**src/rtl/core/tpc_scale.sv**
```systemverilog
`timescale 1ns / 1ps

// Scales one 8-bit channel by an 8-bit palette channel: floor(base * coef / 255).
module tpc_scale (
  input  logic [7:0] base,
  input  logic [7:0] coef,
  output logic [7:0] scaled
);

  logic [15:0] prod;
  logic [15:0] sum;

  // The product never exceeds 255 * 255, so (p + (p >> 8) + 1) >> 8 is an exact
  // floor division by 255 and the sum stays inside 16 bits.
  assign prod   = 16'(base) * 16'(coef);
  assign sum    = prod + {8'd0, prod[15:8]} + 16'd1;
  assign scaled = sum[15:8];

endmodule

```
**config.mk**
```make
export PLATFORM = sky130hd
export DESIGN_NAME = tpc_scale
export DESIGN_NICKNAME = d
export VERILOG_FILES = /design/src/rtl/core/tpc_scale.sv
export SDC_FILE = /design/constraint.sdc
export NUM_CORES = 1
export LEC_CHECK = 0
export ABC_AREA = 1
export CAP_MARGIN = 25
export CORE_UTILIZATION = 45
export DETAILED_ROUTE_END_ITERATION = 16
export DONT_BUFFER_PORTS = 1
export SYNTH_ARGS = -nofsm -noshare
export SYNTH_HDL_FRONTEND = slang
export SYNTH_SLANG_ARGS = --single-unit
```
**constraint.sdc**
```tcl
create_clock -name vclk -period 5.7
set_clock_uncertainty 0.15 [all_clocks]
set_input_delay 0.285 -clock vclk [all_inputs]
set_output_delay 0.285 -clock vclk [all_outputs]
set_load 0.05 [all_outputs]
```
==> run_results.csv <==
group,metric,value,unit
outcome,outcome,"finished clean",
final_layout,postLayoutCellArea,0.00327,mm²
worst_setup_path,timing.critical_path.fanout_max,8,
sta,post-route-period-util,95.0,%
route,remaining_drc_errors,0,
sta,worst_slew_pin_slew,0.391,ns
sta,final-hold-violation-count,0,
synthesis,post-synth-top-area-fraction,24.0,%
final_layout,diode_count,0,
worst_hold_path,end_point_of_the_worst_hold_path,"scaled[5]",
final_layout,flow.area_growth_from_synthesis,8.95,%
synthesis,synth.cells.most_frequent,"sky130_fd_sc_hd__nand2_1, sky130_fd_sc_hd__inv_1, sky130_fd_sc_hd__ha_1",
global_route,grt_start_max_net_pins,9,
worst_setup_path,criticalPathCategory,"input port to output pin",
floorplan,floorplan.die.width,83.7,µm
synthesis,postSynthAreaPerCell,5.97,µm²
floorplan,initial_core_util,47.0,%
synthesis,post-synth-top-count-cell,"sky130_fd_sc_hd__nand2_1",
route,antenna_left,0,
clock_tree,cts.repair_timing.setup_buffer_count,0,
final_layout,layout.area.seq,0,µm²
worst_setup_path,critPathLaunchType,"input port",
route,drt-initial-drc-count,91,
floorplan,num_io_pins,24,
worst_setup_path,worstSetupEndpointType,"output pin",
floorplan,placeableCoreArea,0.00639,mm²
final_layout,finish.net_count,594,
placement,gp_routability_congestion,0.825,
synthesis,ys_warn_count,0,
worst_hold_path,worstHoldStart,"base[0]",
final_layout,final_layout_size_suffix_gt1_share,6.83,%
worst_setup_path,worst_path_largest_cell_delay,0.55,ns
worst_setup_path,cp_data_arrival_time,4.98,ns
final_layout,final.clkbuf_count,0,
synthesis,synth_largest_area_cell,"sky130_fd_sc_hd__fa_1",
synthesis,syn-cell-area,0.00300,mm²
sta,report.final.setup_viol,0,
route,vias_per_cell,4.81,
placement,buffer_ports.inserted,0,
worst_hold_path,worstHoldPathCells,8,
floorplan,die_area,0.00701,mm²
route,detailroute.via_count,2763,
clock_tree,post_cts_hold_buffer_count,0,
route,first_pass_iters,4,
worst_setup_path,cp_data_required_time,5.27,ns
sta,max_slew_margin,73.8,%
global_route,globalRoute.totalOverflow,0,
route,drt-total-wl,6.50,mm
synthesis,synth.area.top_cells,"sky130_fd_sc_hd__fa_1, sky130_fd_sc_hd__nand2_1, sky130_fd_sc_hd__inv_1",
synthesis,yosys.cell_types.count,19,
route,drt-wirelength-per-cell,11.3,µm
final_layout,final_cell_count_no_fill,575,
global_route,gr-usage-all-layers,20.6,%
worst_setup_path,slowest_stage,"sky130_fd_sc_hd__fa_1",
global_route,antenna_violations_before_repair,0,
synthesis,synth_nets,597,
worst_setup_path,cp_top_family,"adder cells",
floorplan,floorplan.die.height,83.7,µm
synthesis,seq_area_frac_synth,0,%
placement,dpl.cell_count,575,
worst_hold_path,hold_class,"input port to output pin",
sta,rsz0062_at_grt,"yes",
floorplan,rows,29,
sta,final_max_slew_viol_count,0,
flow_run,max_cap_viol_count,0,
global_route,grt_pass1_wl,12.3,mm
final_layout,fillerInstances,656,
worst_setup_path,worst_path_most_repeated_cell,"sky130_fd_sc_hd__nand2_1",
sta,final_period_minus_worst_setup_slack,5.41,ns
final_layout,numSequentialCells,0,
worst_setup_path,cp.buffers_inverters,6,
global_route,number_of_global_route_vias_before_repair,2846,
worst_setup_path,path_depth,28,
placement,detailed_place.area,0.00317,mm²
sta,finalSetupTns,0,ns
placement,dp_hpwl,5.74,mm
sta,timing.fmax,185,MHz
synthesis,synth_instances,503,
==> stage by stage <==
step / util (%) / setup WS [ns] / hold slack (ns)
3_3_place_gp: 49.7 / 0.153 / 1.19
6_report: 51.3 / 0.286 / 1.20
3_5_place_dp: 49.7 / 0.0186 / 1.18
2_1_floorplan: - / 0.0360 / 1.30
5_1_grt: 51.3 / -0.0313 / 1.29
4_1_cts: 49.7 / 0.0155 / 1.19
==> cell usage in the layout (no fill, tap or decap) <==
cell type                  instances
sky130_fd_sc_hd__nand4_1           9
sky130_fd_sc_hd__buf_12            4
sky130_fd_sc_hd__ha_4              5
sky130_fd_sc_hd__a211oi_2          1
sky130_fd_sc_hd__nor3_2            1
sky130_fd_sc_hd__ha_1             37
sky130_fd_sc_hd__xnor2_1           2
sky130_fd_sc_hd__inv_1           146
sky130_fd_sc_hd__nand2_1         170
sky130_fd_sc_hd__xnor2_2           1
sky130_fd_sc_hd__nor2_4            1
sky130_fd_sc_hd__xor2_1            2
sky130_fd_sc_hd__xor2_2            1
sky130_fd_sc_hd__nand3_1          32
sky130_fd_sc_hd__nand3_2           4
sky130_fd_sc_hd__a21oi_2           1
sky130_fd_sc_hd__fa_1             36
sky130_fd_sc_hd__nand2_2           6
sky130_fd_sc_hd__nor2_1           21
sky130_fd_sc_hd__buf_4             6
sky130_fd_sc_hd__a21o_1            1
sky130_fd_sc_hd__nor2_2            2
sky130_fd_sc_hd__o21bai_1          1
sky130_fd_sc_hd__a21oi_1           7
sky130_fd_sc_hd__buf_6             1
==> cell type report <==
| class | count | area [µm²] | area share [%] |
|---|---|---|---|
| well taps | 77 | 96.3 | 2.94 |
| multi-input cells | 341 | 2490 | 76.1 |
| inverters | 146 | 548 | 16.7 |
| repair buffers | 11 | 136 | 4.17 |
==> what timing repair did <==
item                       4_1_cts  5_1_grt
setup endpoints to repair        0        8
hold endpoints to repair         0        0
gates resized for setup          0       14
==> worst min-delay path, stage by stage <==
cell,delay [ns]
sky130_fd_sc_hd__nand2_1,0.04
sky130_fd_sc_hd__nand3_1,0.11
sky130_fd_sc_hd__nand2_1,0.07
sky130_fd_sc_hd__nand2_2,0.09
sky130_fd_sc_hd__nand4_1,0.12
sky130_fd_sc_hd__nand3_1,0.10
sky130_fd_sc_hd__nand2_1,0.09
sky130_fd_sc_hd__buf_12,0.16
==> worst max-delay path by stage <==
stage / end / slack [ns] / start
floorplan: scaled[7] / 0.04 / base[0]
global placement: scaled[7] / 0.15 / base[1]
detailed placement: scaled[7] / 0.02 / base[1]
CTS: scaled[7] / 0.02 / base[1]
global route: scaled[7] / -0.03 / base[0]
finish: scaled[7] / 0.29 / base[0]
==> logic make-up (layout without fill, tap and decap cells) <==
| logic type | count (synthesis) | after routing | share of synthesized area, % |
|---|---|---|---|
| buf+inv | 162 | 157 | 20.2 |
| simple gates | 246 | 246 | 34.2 |
| fa+ha+maj | 78 | 78 | 41.5 |
| compound gates | 11 | 11 | 2.08 |
| xor+xnor | 6 | 6 | 2.00 |
==> metal layers <==
| metal | up-vias | track usage (%) | wire [µm] |
|---|---|---|---|
| li1 | 1450 | - | - |
| met1 | 1254 | 29.4 | 3200 |
| met2 | 55 | 35.6 | 2950 |
| met3 | 4 | 0.890 | 287 |
| met4 | 0 | 2.31 | 67 |
| met5 | - | 0 | 0 |
Power is not shown: default switching activity piles up to over one toggle a cycle in this logic, so the estimate is an artifact.
